### src/tcu_pkg.sv
`default_nettype none
// ----------------------------------------------------------------------------
// tcu_pkg: teletext cell to utf-8 shared definitions
// Payload types, register indexes, code constants and the national G0
// subset code point table.
// ----------------------------------------------------------------------------
package tcu_pkg;

   // code point width: largest code point is U+25A0
   localparam int CP_W         = 14;
   localparam int NUM_SUBSETS  = 13;
   localparam int NUM_NATIONAL = 13;

   // input transaction
   typedef struct packed {
      logic [6:0] cell_code;
      logic       row_start;
   } req_payload_type;

   // output transaction, one utf-8 byte
   typedef struct packed {
      logic [7:0] utf8_byte;
      logic       last_byte;
   } rsp_payload_type;

   // register indexes
   localparam logic CSR_CHAR_SUBSET = 1'b0;
   localparam logic CSR_BOXED_MODE  = 1'b1;

   // teletext codes
   localparam logic [6:0] CODE_SPACE     = 7'h20;
   localparam logic [6:0] CODE_BLOCK_IN  = 7'h7f;
   localparam logic [6:0] CODE_END_BOX   = 7'h0a;
   localparam logic [6:0] CODE_START_BOX = 7'h0b;
   localparam logic [6:0] CODE_ALPHA_MAX = 7'h07;
   localparam logic [6:0] CODE_MOS_MIN   = 7'h10;
   localparam logic [6:0] CODE_MOS_MAX   = 7'h17;

   localparam logic [CP_W-1:0] CP_SOLID_BLOCK = 14'h25a0;

   // utf-8 framing
   localparam logic [7:0] UTF8_LEAD2 = 8'hc0;
   localparam logic [7:0] UTF8_LEAD3 = 8'he0;
   localparam logic [7:0] UTF8_CONT  = 8'h80;

   // national option positions in the G0 set
   localparam logic [6:0] NAT_POS [NUM_NATIONAL] = '{
      7'h23, 7'h24, 7'h40, 7'h5b, 7'h5c, 7'h5d, 7'h5e,
      7'h5f, 7'h60, 7'h7b, 7'h7c, 7'h7d, 7'h7e
   };

   // code points per subset and national position
   localparam logic [CP_W-1:0] SUBSET_CP [NUM_SUBSETS][NUM_NATIONAL] = '{
      '{14'h00a3, 14'h0024, 14'h0040, 14'h2190, 14'h00bd, 14'h2192, 14'h2191,
        14'h0023, 14'h002d, 14'h00bc, 14'h2016, 14'h00be, 14'h00f7},
      '{14'h0023, 14'h0024, 14'h00a7, 14'h00c4, 14'h00d6, 14'h00dc, 14'h005e,
        14'h005f, 14'h00b0, 14'h00e4, 14'h00f6, 14'h00fc, 14'h00df},
      '{14'h0023, 14'h00a4, 14'h00c9, 14'h00c4, 14'h00d6, 14'h00c5, 14'h00dc,
        14'h005f, 14'h00e9, 14'h00e4, 14'h00f6, 14'h00e5, 14'h00fc},
      '{14'h00a3, 14'h0024, 14'h00e9, 14'h00b0, 14'h00e7, 14'h2192, 14'h2191,
        14'h0023, 14'h00f9, 14'h00e0, 14'h00f2, 14'h00e8, 14'h00ec},
      '{14'h00e9, 14'h00ef, 14'h00e0, 14'h00eb, 14'h00ea, 14'h00f9, 14'h00ee,
        14'h0023, 14'h00e8, 14'h00e2, 14'h00f4, 14'h00fb, 14'h00e7},
      '{14'h00e7, 14'h0024, 14'h00a1, 14'h00e1, 14'h00e9, 14'h00ed, 14'h00f3,
        14'h00fa, 14'h00bf, 14'h00fc, 14'h00f1, 14'h00e8, 14'h00e0},
      '{14'h0023, 14'h016f, 14'h010d, 14'h0165, 14'h017e, 14'h00fd, 14'h00ed,
        14'h0159, 14'h00e9, 14'h00e1, 14'h011b, 14'h00fa, 14'h0161},
      '{14'h0023, 14'h00f5, 14'h0160, 14'h00c4, 14'h00d6, 14'h017d, 14'h00dc,
        14'h00d5, 14'h0161, 14'h00e4, 14'h00f6, 14'h017e, 14'h00fc},
      '{14'h0023, 14'h0144, 14'h0105, 14'h017b, 14'h015a, 14'h0141, 14'h0107,
        14'h00f3, 14'h0119, 14'h017a, 14'h015b, 14'h0142, 14'h017c},
      '{14'h0023, 14'h0024, 14'h0160, 14'h0117, 14'h0119, 14'h017d, 14'h010d,
        14'h016b, 14'h0161, 14'h0105, 14'h0173, 14'h017e, 14'h012f},
      '{14'h0023, 14'h00a4, 14'h021a, 14'h00c2, 14'h0218, 14'h0102, 14'h00ce,
        14'h0131, 14'h021b, 14'h00e2, 14'h0219, 14'h0103, 14'h00ee},
      '{14'h0023, 14'h00cb, 14'h010c, 14'h0106, 14'h017d, 14'h0110, 14'h0160,
        14'h00eb, 14'h010d, 14'h0107, 14'h017e, 14'h0111, 14'h0161},
      '{14'h20ba, 14'h011f, 14'h0130, 14'h015e, 14'h00d6, 14'h00c7, 14'h00dc,
        14'h011e, 14'h0131, 14'h015f, 14'h00f6, 14'h00e7, 14'h00fc}
   };

endpackage

`default_nettype wire

### src/teletext_cell_to_utf8.sv
`default_nettype none
// ----------------------------------------------------------------------------
// teletext_cell_to_utf8: level 1 teletext cell to utf-8 byte stream
// Converts one 7-bit cell per transaction into one to three utf-8 bytes.
//
// Channels: req_* takes a cell code and a row start flag; rsp_* returns one
// utf-8 byte per transaction, last_byte marking the final byte of a cell.
// csr_* writes char_subset (index 0) and the boxed mode flag (index 1); it is
// always ready and must only be written while no cell is in flight.
// A taken cell passes the decode stage register (decode and table read) and
// then the byte serializer register before its first byte is offered.
// The output serializer sends one byte per cycle while rsp_ready is high:
// one byte for ascii cells, two for U+0080..U+07FF, three for higher code
// points.
// A new cell is taken while bytes of earlier cells are still waiting.
// Reset: subset English, ordinary page, alphanumeric mode, text visible,
// pipeline empty.
// Receiver stall: bytes hold on rsp_payload, and the decode stage fills and
// then drops req_ready until the serializer drains.
// ----------------------------------------------------------------------------
module teletext_cell_to_utf8
   import tcu_pkg::*;
(
   input  wire logic            clock,
   input  wire logic            reset,
   input  wire logic            req_valid,
   output logic                 req_ready,
   input  wire req_payload_type req_payload,
   output logic                 rsp_valid,
   input  wire logic            rsp_ready,
   output rsp_payload_type      rsp_payload,
   input  wire logic            csr_valid,
   output logic                 csr_ready,
   input  wire logic            csr_index,
   input  wire logic [3:0]      csr_data
);

   // configuration and row state
   logic [3:0]      subset_ff, subset_in;
   logic            boxed_ff, boxed_in;
   logic            alpha_ff, alpha_in;
   logic            box_vis_ff, box_vis_in;

   // decode stage
   logic            s1_valid_ff, s1_valid_in;
   logic            s1_use_rom_ff, s1_use_rom_in;
   logic [CP_W-1:0] s1_cp_ff, s1_cp_in;
   logic [CP_W-1:0] rom_q_ff, rom_q_in;

   // byte serializer
   logic            s2_valid_ff, s2_valid_in;
   logic [1:0]      s2_remain_ff, s2_remain_in;
   logic [7:0]      s2_byte0_ff, s2_byte0_in;
   logic [7:0]      s2_byte1_ff, s2_byte1_in;
   logic [7:0]      s2_byte2_ff, s2_byte2_in;

   logic            req_fire;
   logic            rsp_fire;
   logic            s2_take;
   logic            s1_move;
   logic [6:0]      code;
   logic            alpha_cur;
   logic            box_cur;
   logic            nat_hit;
   logic [3:0]      nat_idx;
   logic [3:0]      subset_sel;
   logic [CP_W-1:0] cp;

   // handshakes
   assign req_fire  = req_valid && req_ready;
   assign rsp_fire  = rsp_valid && rsp_ready;
   assign s2_take   = !s2_valid_ff || (rsp_ready && (s2_remain_ff == 2'd1));
   assign s1_move   = s1_valid_ff && s2_take;
   assign req_ready = !s1_valid_ff || s2_take;
   assign csr_ready = 1'b1;

   assign code = req_payload.cell_code;

   // national position search
   always_comb begin
      nat_hit = 1'b0;
      nat_idx = 4'd0;
      for (int k = 0; k < NUM_NATIONAL; k++) begin
         if (code == NAT_POS[k]) begin
            nat_hit = 1'b1;
            nat_idx = 4'(k);
         end
      end
   end

   // unknown subsets fall back to english
   assign subset_sel = (subset_ff < 4'(NUM_SUBSETS)) ? subset_ff : 4'd0;

   // configuration writes
   always_comb begin
      subset_in = subset_ff;
      boxed_in  = boxed_ff;
      if (csr_valid && csr_ready) begin
         case (csr_index)
            CSR_CHAR_SUBSET: subset_in = csr_data;
            CSR_BOXED_MODE:  boxed_in  = csr_data[0];
            default:         subset_in = subset_ff;
         endcase
      end
   end

   // cell decode, mode update and table read
   always_comb begin
      alpha_cur     = req_payload.row_start ? 1'b1 : alpha_ff;
      box_cur       = req_payload.row_start ? !boxed_ff : box_vis_ff;
      alpha_in      = alpha_ff;
      box_vis_in    = box_vis_ff;
      s1_use_rom_in = s1_use_rom_ff;
      s1_cp_in      = s1_cp_ff;
      rom_q_in      = rom_q_ff;
      if (req_fire) begin
         alpha_in      = alpha_cur;
         box_vis_in    = box_cur;
         s1_use_rom_in = 1'b0;
         s1_cp_in      = {{(CP_W-7){1'b0}}, CODE_SPACE};
         rom_q_in      = SUBSET_CP[subset_sel][nat_idx];
         if (code < CODE_SPACE) begin
            // control code: space, mode changes apply to later cells
            if (code <= CODE_ALPHA_MAX) begin
               alpha_in = 1'b1;
            end else if (code >= CODE_MOS_MIN && code <= CODE_MOS_MAX) begin
               alpha_in = 1'b0;
            end
            if (boxed_ff && code == CODE_END_BOX) begin
               box_vis_in = 1'b0;
            end else if (boxed_ff && code == CODE_START_BOX) begin
               box_vis_in = 1'b1;
            end
         end else if (box_cur && alpha_cur) begin
            if (code == CODE_BLOCK_IN) begin
               s1_cp_in = CP_SOLID_BLOCK;
            end else if (nat_hit) begin
               s1_use_rom_in = 1'b1;
            end else begin
               s1_cp_in = {{(CP_W-7){1'b0}}, code};
            end
         end
      end
   end

   // decode stage occupancy
   always_comb begin
      s1_valid_in = s1_valid_ff;
      if (req_fire) begin
         s1_valid_in = 1'b1;
      end else if (s1_move) begin
         s1_valid_in = 1'b0;
      end
   end

   assign cp = s1_use_rom_ff ? rom_q_ff : s1_cp_ff;

   // serializer load and byte shift
   always_comb begin
      s2_valid_in  = s2_valid_ff;
      s2_remain_in = s2_remain_ff;
      s2_byte0_in  = s2_byte0_ff;
      s2_byte1_in  = s2_byte1_ff;
      s2_byte2_in  = s2_byte2_ff;
      if (s1_move) begin
         s2_valid_in = 1'b1;
         s2_byte2_in = 8'h00;
         if (cp[CP_W-1:7] == '0) begin
            s2_remain_in = 2'd1;
            s2_byte0_in  = {1'b0, cp[6:0]};
            s2_byte1_in  = 8'h00;
         end else if (cp[CP_W-1:11] == '0) begin
            s2_remain_in = 2'd2;
            s2_byte0_in  = UTF8_LEAD2 | {3'b000, cp[10:6]};
            s2_byte1_in  = UTF8_CONT | {2'b00, cp[5:0]};
         end else begin
            s2_remain_in = 2'd3;
            s2_byte0_in  = UTF8_LEAD3 | {6'b000000, cp[13:12]};
            s2_byte1_in  = UTF8_CONT | {2'b00, cp[11:6]};
            s2_byte2_in  = UTF8_CONT | {2'b00, cp[5:0]};
         end
      end else if (rsp_fire) begin
         s2_remain_in = s2_remain_ff - 2'd1;
         s2_byte0_in  = s2_byte1_ff;
         s2_byte1_in  = s2_byte2_ff;
         if (s2_remain_ff == 2'd1) begin
            s2_valid_in = 1'b0;
         end
      end
   end

   // control registers
   always_ff @(posedge clock) begin
      if (reset) begin
         subset_ff   <= 4'd0;
         boxed_ff    <= 1'b0;
         alpha_ff    <= 1'b1;
         box_vis_ff  <= 1'b1;
         s1_valid_ff <= 1'b0;
         s2_valid_ff <= 1'b0;
      end else begin
         subset_ff   <= subset_in;
         boxed_ff    <= boxed_in;
         alpha_ff    <= alpha_in;
         box_vis_ff  <= box_vis_in;
         s1_valid_ff <= s1_valid_in;
         s2_valid_ff <= s2_valid_in;
      end
   end

   // payload registers
   always_ff @(posedge clock) begin
      s1_use_rom_ff <= s1_use_rom_in;
      s1_cp_ff      <= s1_cp_in;
      rom_q_ff      <= rom_q_in;
      s2_remain_ff  <= s2_remain_in;
      s2_byte0_ff   <= s2_byte0_in;
      s2_byte1_ff   <= s2_byte1_in;
      s2_byte2_ff   <= s2_byte2_in;
   end

   // output transaction
   assign rsp_valid             = s2_valid_ff;
   assign rsp_payload.utf8_byte = s2_byte0_ff;
   assign rsp_payload.last_byte = (s2_remain_ff == 2'd1);

endmodule

`default_nettype wire

### config.mk
export PLATFORM = sky130hd
export DESIGN_NAME = teletext_cell_to_utf8
export DESIGN_NICKNAME = d
export VERILOG_FILES = /design/src/tcu_pkg.sv /design/src/teletext_cell_to_utf8.sv
export SDC_FILE = /design/constraint.sdc
export NUM_CORES = 1
export LEC_CHECK = 0
export ABC_AREA = 1
export BUFFER_PORTS_ARGS = -buffer_cell sky130_fd_sc_hd__buf_2
export CAP_MARGIN = 20
export CORE_UTILIZATION = 50
export CTS_CLUSTER_SIZE = 20
export DETAILED_ROUTE_END_ITERATION = 12
export PLACE_DENSITY_LB_ADDON = 0.3
export SKIP_LAST_GASP = 1
export SLEW_MARGIN = 25
export SYNTH_ARGS = -nofsm -noshare
export SYNTH_HDL_FRONTEND = slang
export SYNTH_SLANG_ARGS = --single-unit
### constraint.sdc
create_clock -name clock -period 3.76 [get_ports clock]
set_input_delay 1.128 -clock clock [delete_from_list [all_inputs] [get_ports clock]]
set_output_delay 1.128 -clock clock [all_outputs]
set_load 0.05 [all_outputs]
* Word-level counts from Yosys, hierarchy flattened *
Memories as Yosys holds them, arrays and structs flattened.
Cells that the tools add are included.

operators by class
  bitwise logic cells = 4
  mux-type cells = 61
  $add $sub $neg = 1
  magnitude comparators = 7
  reductions and logical operators = 25
  $mul = 0
  eq/ne operators = 17
  div/mod/pow operators = 0
  shift operators = 0

operators by type and width
  kind                count
  $mux 182            2
  $eq 7x7->1 const B  12
  $bmux 14 s4         1
  $mux 14             4
  $mux 8              7
  $mux 4              10
  $mux 1              29
  $eq 7x4->1 const B  2
  $eq 7x6->1 const B  2
  $mux 6              2
  $ge 5x5->1 const B  2
  $mux 2              5
  $not 4->5           2
  $logic_and 1x1->1   8
  $ge 7x5->1 const B  1
  $le 7x3->1 const B  1
  $le 7x5->1 const B  1
  $logic_not 7->1     1
  $lt 7x6->1 const B  1
  $mux 7              1
  $reduce_and 2->1    3
  $reduce_bool 2->1   3
  $lt 4x4->1 const B  1
  $reduce_or 2->1     2
  8 further kinds     12

word-level totals
  bits in read-only memories = 2912
  input bits = 18
  memory bits (writable) = 0
  logic and storage cells = 132
  output and inout port bits = 12
  memories kept = 1
  flip-flop bits (word level) = 64
  latch bits = 0

memory list
  name             words  width  read ports  clocked after Yosys merged registers in  wr ports  line                          source
  (no name shown)  16     182    1           0                                        0         teletext_cell_to_utf8.sv:121  rom_q_in = SUBSET_CP[subset_sel][nat_idx];

* Depth between registers and ports, before layout *
Gate-level depths: netlist (run 1).

  word-level depth = 17
  mapped depth = 18

* Worst setup path before layout (run 1) *
Ideal clock, no wire load.

  path type = input -> output
  from = input port rsp_ready
  to = output port req_ready
  cell stages on the path = 4
  data arrival time = 1.676 ns
  setup slack = 0.956 ns
  path through = nand2_1 > nand2_1 > inv_1 > nand2_1

on the way
  word-level cells in the longest chain between the ends = 3

ends and longest elaborated chain
  element            line                         source
  start, declared    teletext_cell_to_utf8.sv:30  input wire logic rsp_ready,
  $logic_and 1x1->1  teletext_cell_to_utf8.sv:72  assign s2_take = !s2_valid_ff || (rsp_ready && (s2_remain_ff == 2'd1));
  $logic_or 1x1->1   teletext_cell_to_utf8.sv:72
  $logic_or 1x1->1   teletext_cell_to_utf8.sv:74  assign req_ready = !s1_valid_ff || s2_take;
  end, declared      teletext_cell_to_utf8.sv:27  output logic req_ready,

Every way passes these cells.

* Final worst setup path (run 1) *
  from = register subset_ff[0]
  to = register rom_q_ff[3], data pin

on the way
  word-level cells in the longest chain between the ends = 9

ends and longest elaborated chain
  element                                           line                          source
  start, declared                                   teletext_cell_to_utf8.sv:39   logic [3:0] subset_ff, subset_in;
  start signal, assigned                            teletext_cell_to_utf8.sv:202  subset_ff <= subset_in;
  $lt 4x4->1                                        teletext_cell_to_utf8.sv:92   assign subset_sel = (subset_ff < 4'(NUM_SUBSETS)) ? subset_ff : 4'd0;
  $mux 4 (*)                                        teletext_cell_to_utf8.sv:92
  $not 4->5 (implied by the code) (*)               teletext_cell_to_utf8.sv:121
  $mem_v2 16x182 (*)                                -
  $mux 182 (implied by the code) (*) (2 in series)  teletext_cell_to_utf8.sv:121
  $bmux 14 s4 (*)                                   teletext_cell_to_utf8.sv:121
  $mux 14 (implied by the code) (*) (2 in series)   teletext_cell_to_utf8.sv:121
  end signal, assigned                              teletext_cell_to_utf8.sv:215  rom_q_ff <= rom_q_in;
  end, declared                                     teletext_cell_to_utf8.sv:48   logic [CP_W-1:0] rom_q_ff, rom_q_in;

Mark *: on every way between the ends. The rest lies on a longest branch, timed or not. The select of a mux whose other input is x is not followed.
A chain may end at the register's enable or synchronous reset.

==> impl_metrics.yaml, run 1 <==
place:
  dp_hpwl_um: 11910
  place.port_buffers: 28
  gp_congestion: 1.085
  placed_area_um2: 5097
cells_and_area:
  final_cell_area_um2: 5209
  nets: 823
  drive_gt1_share_pct: 9.912
  multi_input_area_um2: 2851
  diodes: 0
  num-fill-cells: 943
  regArea_um2: 1501
  area_growth_pct: 6.744
power:
  comb_power_share_pct: 33.9
  internal_power_mw: 1.061
  p_leak_nw: 2.586
  p_per_area_nw_per_um2: 323.6
  clock_power_share_pct: 23.4
  p_sw_mw: 0.6246
  vdd_drop_max_v: 0.0001629
  swShare_pct: 37.05
  sequentialPowerShare_pct: 42.6
logic_synthesis:
  synthSimpleGateAreaFrac_pct: 43.64
  synth_top_family_by_area: "simple AND/OR/NAND/NOR gates"
  syn_area_um2: 4880
  synth_nets: 809
  synthMuxAreaShare_pct: 0.4103
  synth_seq_cells: 53
  synth_seq_area_share_pct: 30.77
  synth-xor-area-share_pct: 0.1795
  avgSynthCellArea_um2: 6.240
  synth_warnings: 0
  netlist_instances: 782
  synth.distinct_cells: 39
  synth_compound_area_share_pct: 11.82
  synth-adder-area-share_pct: 2.308
critical_path:
  worstPathRequired_ns: 3.82
  crit_type: "flop to flop"
  arrival_ns: 3.20
  r2r-start: "subset_ff[0]$_SDFFE_PP0P_"
  start_kind: "flop"
  reg2reg_to: "rom_q_ff[3]$_DFFE_PP_"
  rrSetupSlack_ns: 0.63
  path_max_fanout: 5
  reg2regPathDepth: 17
  endpoint_kind: "flop"
timing:
  tns_ns: 0
  hold_viol_final: 0
  max_freq_mhz: 319.2
  relSlewSlack_pct: 51.51
  rsz0062_at_grt: "false"
  finalSetupViolations: 0
  worst_slew_pin_slew_ns: 0.7265
  skew_ns: 0.01529
  period_share_pct: 83.33
  slew_viol_final: 0
  period_needed_ns: 3.133
global_routing:
  grt_remaining_overflow: 0
  grt_antenna_before_repair: 0
  grt_pass1_wl_um: 26050
  grt_pass1_vias: 5193
  grt_max_degree: 42
  grt_usage_pct: 32.95
min_path:
  min_to: "box_vis_ff$_SDFFE_PP1P_"
  hold_path.class: "flop to flop"
  hold_depth: 2
  hold_start: "box_vis_ff$_SDFFE_PP1P_"
clock_network:
  holdBufCountCts: 0
  cts_root_buf: "clkbuf_8"
  post_cts_buffers: 0
  cts_tree: "built"
  clk_pin_slew_ns: 0.11
  cts.path.max_buffers: 2
  cts_resized: 0
  cts_buffers: 5
  clkLatencyLatePin_ns: 0.31
  cts_max_level: 2
  cts.sinks: 53
route:
  drt-total-wl_um: 15890
  vias_per_cell: 5.883
  drc: 0
  antenna_left: 0
  drtPass1Iterations: 6
  wl_per_cell_um: 17.16
  vias: 5448
  dr.first_iter.drc_count: 715
status:
  outcome: "completed"
floorplan:
  die_w_um: 100.8
  core_um2: 9328
  die-area_um2: 10160
  initial_core_util_pct: 52.31
  die_y_um: 100.8
  std_cell_rows: 35
  io_pins: 30
run:
  drv_cap: 0
[per-layer routing]
metal | vias to the layer above | global-route usage [%] | share of wire, % | wire length, um
met4 | 0 | 19.18 | 6.1 | 962
met2 | 344 | 55.06 | 47 | 7400
li1 | 2595 | - | - | -
met5 | - | 0 | 0 | 0
met3 | 90 | 4.646 | 8.7 | 1377
met1 | 2419 | 40.63 | 39 | 6150
[metrics by stage]
| stage | utilization (%) | hold slack, ns | setup WS [ns] | total power [mW] | std cells |
|---|---|---|---|---|---|
| CTS | 55.84 | 0.4866 | 0.6873 | 1.675 | 926 |
| finish | 55.84 | 0.4834 | 0.6267 | 1.686 | 926 |
| global placement | 54.65 | 0.4513 | 0.5876 | 1.285 | 918 |
| floorplan | - | 0.4284 | 0.9564 | 1.132 | 782 |
| global route | 55.84 | 0.5197 | 0.3331 | 1.774 | 926 |
| detailed placement | 54.65 | 0.4578 | 0.6181 | 1.283 | 918 |
[cells in the mapped netlist (all sizes together)]
library cell | count | area, um^2
a211oi | 1 | 7.510
a21oi | 35 | 182.7
a31oi | 4 | 25.02
buf | 26 | 160.2
clkbuf | 7 | 26.28
conb | 1 | 3.750
dfxtp | 9 | 180.2
edfxtp | 44 | 1321
ha | 9 | 112.6
inv | 90 | 340.3
mux2i | 2 | 20.02
nand2 | 261 | 987.2
nand3 | 128 | 668.2
nand3b | 6 | 45.04
nand4 | 11 | 68.82
nor2 | 74 | 307.8
nor3 | 6 | 40.04
o211ai | 3 | 22.52
o21ai | 57 | 296.5
o221ai | 1 | 8.760
o22ai | 1 | 6.260
o31ai | 3 | 27.52
or2 | 2 | 12.52
xor2 | 1 | 8.760
[final cells by class]
type                       count  share of cell area, %
multi-input combinational    606                  54.74
timing repair buffer          40                  4.660
sequential                    53                  28.83
inverter                      90                  6.534
clock buffer                   6                  1.393
clock inverter                 2                 0.7447
tap                          129                  3.099
[cells in the final DEF, fill, tap and decap left out, drive strengths merged, types with 2 or more instances in the layout]
master    n
nand2   261
nand3   128
inv      90
nor2     74
o21ai    57
edfxtp   44
buf      40
a21oi    35
nand4    11
ha        9
dfxtp     9
nand3b    6
clkbuf    6
nor3      6
a31oi     4
o211ai    3
o31ai     3
mux2i     2
or2       2
[cell families (layout without fill, tap and decap cells)]
group | Yosys count | after routing
simple gates | 488 | 488
fa+ha+maj | 9 | 9
buf+inv | 123 | 138
mux | 2 | 2
xor+xnor | 1 | 1
compound gates | 105 | 105
flops | 53 | 53
other cells | 1 | 1
[power groups by stage]
stage | clock [mW] | combinational, mW | sequential (mW)
after floorplan | 0 | 0.377 | 0.755
after global placement | 0 | 0.553 | 0.731
after detailed placement | 0 | 0.551 | 0.732
after CTS | 0.403 | 0.553 | 0.719
after global routing | 0.420 | 0.630 | 0.724
final | 0.395 | 0.572 | 0.719
[worst max-delay path: stages, from the launching register on]
cell and delay [ns]:
dfxtp_1 0.36, nor2_1 0.25, nor2_1 0.12, nor2_1 0.31, inv_1 0.16, ha_1 0.37
inv_1 0.17, nand2_1 0.25, nand3_1 0.24, nand2_1 0.07, nand2_1 0.05, o21ai_0 0.09
nand2_1 0.09, nand3_1 0.09, nand2_1 0.08, inv_1 0.06, nand2_1 0.05, nand2_1 0.05
[worst max path at each step]
stage | from | endpoint | slack, ns | cells after the start
finish | subset_ff[0]$_SDFFE_PP0P_ | rom_q_ff[3]$_DFFE_PP_ | 0.63 | 17
global route | subset_ff[0]$_SDFFE_PP0P_ | rom_q_ff[3]$_DFFE_PP_ | 0.33 | 17
CTS | subset_ff[0]$_SDFFE_PP0P_ | rom_q_ff[3]$_DFFE_PP_ | 0.69 | 17
detailed placement | req_payload[2] | rom_q_ff[0]$_DFFE_PP_ | 0.62 | 15
global placement | req_payload[6] | rom_q_ff[3]$_DFFE_PP_ | 0.59 | 15
floorplan | rsp_ready | req_ready | 0.96 | 4
[flip-flops by register name, indices dropped and copies added, names as in the netlist]
name           cells
boxed_ff           1
subset_ff          4
box_vis_ff         1
s1_valid_ff        1
s2_remain_ff       2
rom_q_ff          11
s1_cp_ff           8
rsp_valid          1
s1_use_rom_ff      1
s2_byte0_ff        8
s2_byte2_ff        7
s2_byte1_ff        7
alpha_ff           1
Power figures use the tool's default switching activity.
==> run 2, diff against run 1 <==
Settings changed: ABC_AREA 1 to 0.
Clock period 3.76 ns to 3 ns, I/O delays scaled along.
==> run 2 against run 1 <==
Against the previous run: flip-flop and latch count unchanged; synthesized cell count decreased by 9.7%; worst setup slack got worse by 0.49 ns; register-to-register slack got worse by 0.38 ns; clock skew increased by 0.00090 ns; largest power group unchanged; routed wire length increased by 25%; highest routed layer unchanged; clock power increased by 5%; core utilization increased by 5.0 points; die area increased by 6.3%; worst hold slack improved by 0.0086 ns; area after synthesis increased by 6.4%; cell count decreased by 3.1%.
==> impl_metrics.yaml, run 2 <==
clock_network:
  clk_pin_slew_ns: 0.10
  cts_resized: 0
  cts.sinks: 53
  cts_max_level: 2
  cts_buffers: 5
  cts.path.max_buffers: 2
  cts_root_buf: "clkbuf_8"
  post_cts_buffers: 0
  holdBufCountCts: 0
  cts_tree: "built"
  clkLatencyLatePin_ns: 0.32
route:
  antenna_left: 0
  wl_per_cell_um: 22.06
  drtPass1Iterations: 6
  vias_per_cell: 6.907
  drt-total-wl_um: 19790
  drc: 0
  dr.first_iter.drc_count: 970
  vias: 6196
logic_synthesis:
  synth.distinct_cells: 72
  synth_seq_cells: 53
  synth-adder-area-share_pct: 2.169
  yosysMostFrequentCell: "nor2_1"
  synth_compound_area_share_pct: 33.00
  yosysTopAreaCell: "edfxtp_1"
  async_reset_ff_share_pct: 0
  netlist_instances: 706
  synthSimpleGateAreaFrac_pct: 25.19
  avgSynthCellArea_um2: 7.353
  syn_area_um2: 5191
  synth-xor-area-share_pct: 0.6749
  synthMuxAreaShare_pct: 2.627
  synth_ff_type: "edfxtp_1"
  synth_nets: 733
  synth_seq_area_share_pct: 28.92
  synth_warnings: 0
  synth_top_area_share_pct: 25.45
  yosys-top-cells-area: "edfxtp_1 (25%), nor2_1 (5.9%), nand2_1 (5.7%)"
  synth_top_family_by_area: "compound AO/OA/AOI/OAI gates"
  synth_edf_count: 44
  ys_top_cells_by_count: "nor2_1 (82), nand2_1 (79), a21oi_1 (57), o21ai_0 (53), edfxtp_1 (44)"
floorplan:
  io_pins: 30
  die_y_um: 103.9
  core_um2: 9910
  die-area_um2: 10790
  initial_core_util_pct: 52.39
  std_cell_rows: 36
  die_w_um: 103.9
cells_and_area:
  regArea_um2: 1504
  diodes: 0
  area_growth_pct: 16.20
  drive_gt1_share_pct: 18.98
  num-fill-cells: 900
  multi_input_area_um2: 3311
  final_cell_mix: "buf_4 (88), nor2_1 (81), nand2_1 (79), a21oi_1 (57), o21ai_0 (53)"
  reg.largest.list: "rom_q_ff (11), s1_cp_ff (8), s2_byte0_ff (8)"
  largest_reg_flops: 11
  final_cell_area_um2: 6032
  top_register: "rom_q_ff"
  nets: 790
  mostFrequentLayoutCell: "buf_4"
timing:
  max_freq_mhz: 349.7
  slew_viol_final: 0
  skew_ns: 0.01619
  worst_slew_pin_slew_ns: 0.8186
  setup_slack_ns: 0.1403
  period_share_pct: 95.33
  rsz0062_at_grt: "false"
  relSlewSlack_pct: 45.37
  tns_ns: 0
  whs_ns: 0.4921
  hold_viol_final: 0
  period_needed_ns: 2.860
  finalSetupViolations: 0
power:
  power_mw: 2.021
  vdd_drop_max_v: 0.0002080
  p_per_area_nw_per_um2: 335.1
  p_leak_nw: 2.296
critical_path:
  path_delay_family: "simple AND/OR/NAND/NOR gates"
  crit_type: "input port to flop"
  path_cells: "buf_2 -> buf_4 -> nand3_1 -> a21oi_1 -> nor2_2 -> buf_4 -> a311oi_1 -> a2111oi_0 -> a21oi_1"
  startpoint: "req_payload[1]"
  rrSetupSlack_ns: 0.25
  cp_slowest_cell: "nor2_2"
  endpoint_kind: "flop"
  reg2regPathDepth: 9
  cp_num_cells: 9
  path_buf_inv: 3
  r2r-start: "subset_ff[2]$_SDFFE_PP0P_"
  start_kind: "input port"
  reg2reg_to: "rom_q_ff[1]$_DFFE_PP_"
  slowest_delay_ns: 0.63
  worstPathRequired_ns: 3.06
  path_max_fanout: 17
  critPathCapture: "rom_q_ff[5]$_DFFE_PP_"
  arrival_ns: 2.92
place:
  gp_congestion: 1.069
  placed_area_um2: 5946
  dp_hpwl_um: 14940
  place.port_buffers: 28
  place_ws_ns: -0.1794
global_routing:
  grt_pass1_vias: 5578
  grt_max_degree: 67
  grt_usage_pct: 35.81
  grt_antenna_before_repair: 1
  grt_remaining_overflow: 0
  grt_pass1_wl_um: 30280
status:
  outcome: "completed"
min_path:
  hold_path.class: "flop to flop"
run:
  drv_cap: 0
==> run 2: changes by cell type in the layout (fill, tap and decap cells not counted), moves of 13 or more <==
| cell | before | now |
|---|---|---|
| nor2_1 | 68 | 81 |
| nor2b_1 | 0 | 13 |
| nand2_1 | 258 | 79 |
| a21oi_1 | 33 | 57 |
| nor3_1 | 4 | 27 |
| nand3_1 | 124 | 23 |
| a211oi_1 | 1 | 18 |
| buf_4 | 11 | 88 |
| inv_1 | 78 | 16 |
| a31oi_1 | 4 | 19 |
==> run 2: how the worst min path moves through the flow <==
stage	from	end	slack (ns)	depth (start not counted)
finish	box_vis_ff$_SDFFE_PP1P_	box_vis_ff$_SDFFE_PP1P_	0.49	2
detailed placement	box_vis_ff$_SDFFE_PP1P_	box_vis_ff$_SDFFE_PP1P_	0.48	2
global route	box_vis_ff$_SDFFE_PP1P_	box_vis_ff$_SDFFE_PP1P_	0.51	2
global placement	box_vis_ff$_SDFFE_PP1P_	box_vis_ff$_SDFFE_PP1P_	0.44	2
floorplan	box_vis_ff$_SDFFE_PP1P_	box_vis_ff$_SDFFE_PP1P_	0.44	2
CTS	box_vis_ff$_SDFFE_PP1P_	box_vis_ff$_SDFFE_PP1P_	0.50	2
==> run 2: kinds of logic after synthesis <==
| kind of cell | after synthesis |
|---|---|
| AO/OA/AOI/OAI | 259 |
| XOR/XNOR | 4 |
| AND/OR/NAND/NOR | 280 |
| multiplexers | 12 |
| other | 1 |
| flip-flops | 53 |
| buffers and inverters | 88 |
| adder cells (fa/ha/maj) | 9 |
==> run 2: worst reg2reg max path: stages (launching register included) <==
cell       delay [ns]
dfxtp_2          0.35
nand2_1          0.10
nand2_1          0.17
ha_1             0.39
nor2_1           0.34
o21ai_0          0.32
nand4_1          0.22
o21ai_0          0.11
a2111oi_0        0.43
nor3_1           0.09
==> run 2: report_power, final <==
| group | total (mW) | internal (mW) | switching (mW) |
|---|---|---|---|
| logic | 0.711 | 0.249 | 0.462 |
| registers | 0.896 | 0.864 | 0.0319 |
| clock network | 0.414 | 0.167 | 0.247 |
==> run 2: layer usage <==
metal	up-vias	track usage, %	part of all wire (%)
met5	-	0	0
met4	0	15.71	4.2
met3	94	10.90	15
met2	527	52.90	43
met1	2810	48.14	39
li1	2765	-	-
==> run 2: cell type report <==
class | instances | area share, %
Inverter | 17 | 1.058
Timing Repair Buffer | 121 | 14.93
Clock inverter | 2 | 0.2282
Clock buffer | 6 | 1.203
Multi-Input combinational cell | 565 | 54.88
Sequential cell | 53 | 24.93
Tap cell | 133 | 2.759
==> run 2: metrics by stage <==
| stage | utilization [%] | std cells |
|---|---|---|
| 2_1_floorplan | - | 706 |
| 3_5_place_dp | 60.00 | 889 |
| 3_3_place_gp | 60.00 | 889 |
| 6_report | 60.87 | 897 |
| 4_1_cts | 60.87 | 897 |
| 5_1_grt | 60.87 | 897 |
==> run 3, diff against run 2 <==
Settings changed: CORE_UTILIZATION 50 to 55.
==> run 3 against run 2 <==
Against the previous run: the run now ends with DRC left; first-iteration DRC count decreased by 7.5%; clock power increased by 7.5%; design area decreased by 0.64%; worst setup slack got worse by 0.0067 ns; worst hold slack got worse by 0.022 ns; cell count decreased by 3.9%; critical endpoint is now rom_q_ff[1]$_DFFE_PP_; highest routed layer unchanged.
==> impl_metrics.yaml, run 3 (synthesis gave the netlist of run 2 again) <==
clock_network:
  post_cts_buffers: 0
  clk_pin_slew_ns: 0.11
  cts.sinks: 53
  cts_max_level: 2
  cts.path.max_buffers: 2
  cts_resized: 0
  cts_buffers: 5
  cts_tree: "built"
  holdBufCountCts: 0
  clkLatencyLatePin_ns: 0.32
  cts_root_buf: "clkbuf_8"
cells_and_area:
  fin_util_pct: 65.17
  diodes: 0
  multi_input_area_um2: 3313
  nets: 777
  largest_reg_flops: 11
  stdcell_count: 862
  drive_gt1_share_pct: 17.84
  regArea_um2: 1504
  reg.largest.list: "rom_q_ff (11), s1_cp_ff (8), s2_byte0_ff (8)"
  mostFrequentLayoutCell: "nor2_1"
  final_cell_mix: "nor2_1 (81), nand2_1 (79), buf_4 (69), a21oi_1 (57), o21ai_0 (53)"
  num-fill-cells: 807
  top_register: "rom_q_ff"
  area_growth_pct: 15.45
route:
  drtPass1Iterations: 11
  drc: 1
  antenna_left: 0
  wl_per_cell_um: 22.44
  dr.first_iter.drc_count: 897
  drt-total-wl_um: 19340
  vias: 6158
  vias_per_cell: 7.144
global_routing:
  grt_antenna_before_repair: 0
  grt_remaining_overflow: 0
  grt_max_degree: 85
  grt_usage_pct: 39.70
  grt_pass1_vias: 5658
  grt_pass1_wl_um: 30370
critical_path:
  path_max_fanout: 15
  cp_slowest_cell: "or4_1"
  crit_type: "input port to flop"
  reg2regPathDepth: 9
  rrSetupSlack_ns: 0.19
  critPathCapture: "rom_q_ff[1]$_DFFE_PP_"
  reg2reg_to: "rom_q_ff[13]$_DFFE_PP_"
  slowest_delay_ns: 0.53
  startpoint: "req_payload[4]"
  path_cells: "buf_2 -> or4_1 -> a211oi_2 -> or2_1 -> buf_12 -> and3_1 -> a311oi_1 -> a2111oi_0 -> nor3_1"
  worstPathRequired_ns: 3.07
  arrival_ns: 2.94
  start_kind: "input port"
  r2r-start: "subset_ff[0]$_SDFFE_PP0P_"
  endpoint_kind: "flop"
floorplan:
  io_pins: 30
  die_y_um: 99.15
  die_w_um: 99.15
  die-area_um2: 9831
  core_um2: 9196
  std_cell_rows: 35
  initial_core_util_pct: 56.45
place:
  place.port_buffers: 28
  dp_hpwl_um: 14330
  gp_congestion: 1.110
  dpl.cell_count: 854
timing:
  relSlewSlack_pct: 37.62
  skew_ns: 0.01081
  period_needed_ns: 2.866
  finalSetupViolations: 0
  period_share_pct: 95.55
  rsz0062_at_grt: "false"
  whs_ns: 0.4699
  slew_viol_final: 0
  hold_viol_final: 0
  worst_slew_pin_slew_ns: 0.9273
  max_freq_mhz: 348.9
power:
  p_leak_nw: 2.263
  power_mw: 2.044
  p_per_area_nw_per_um2: 341.1
  vdd_drop_max_v: 0.0002160
min_path:
  hold_path.class: "flop to flop"
  hold_start: "box_vis_ff$_SDFFE_PP1P_"
  hold_depth: 2
status:
  outcome: "complete, but fails checks"
  violations: "DRC"
run:
  drv_cap: 0
[run 3: cell types whose count changed in the layout (fill, tap and decap cells not counted), sizes merged]
cell / delta
clkinvlp: +2
clkbuf: -1
buf: -13
clkinv: -1
[run 3: layout make-up]
type                       count  share of cell area (%)
sequential                    53                   25.09
timing repair buffer         108                   14.66
inverter                      17                   1.065
clock inverter                 3                  0.4384
clock buffer                   5                   1.148
multi-input combinational    565                   55.28
tap                          111                   2.317
[run 3: through the flow]
stage | TNS (ns) | setup WS (ns) | instance area (um^2)
floorplan | 0 | 0.1604 | 5191
global placement | -0.8564 | -0.1321 | 5896
detailed placement | -1.289 | -0.1748 | 5896
CTS | 0 | 0.1633 | 5991
global route | 0 | 0.004544 | 5993
finish | 0 | 0.1336 | 5993
[run 3: worst min-delay path by stage]
stage,end,slack [ns]
after CTS,box_vis_ff$_SDFFE_PP1P_,0.47
final,box_vis_ff$_SDFFE_PP1P_,0.47
after floorplan,box_vis_ff$_SDFFE_PP1P_,0.44
after detailed placement,box_vis_ff$_SDFFE_PP1P_,0.46
after global routing,box_vis_ff$_SDFFE_PP1P_,0.51
after global placement,box_vis_ff$_SDFFE_PP1P_,0.45
[run 3: critical path, delay by kind of cell]
| family | cells | cell delay [ns] |
|---|---|---|
| AND/OR/NAND/NOR | 4 | 0.99 |
| AO/OA/AOI/OAI | 3 | 0.78 |
| buffers and inverters | 2 | 0.27 |
[run 3: report_power, final]
group          internal (mW)  total (mW)  switching [mW]  leakage, nW
registers              0.864       0.897          0.0330        0.499
clock network          0.171       0.445           0.274       0.0423
logic                  0.250       0.703           0.453         1.72
[run 3: routing by layer]
metal	vias to the layer above	wire, um	GRT usage [%]
met4	0	1276	24.43
met2	509	8665	63.10
met3	120	2270	9.206
met1	2794	7129	49.11
met5	-	0	0
li1	2735	-	-
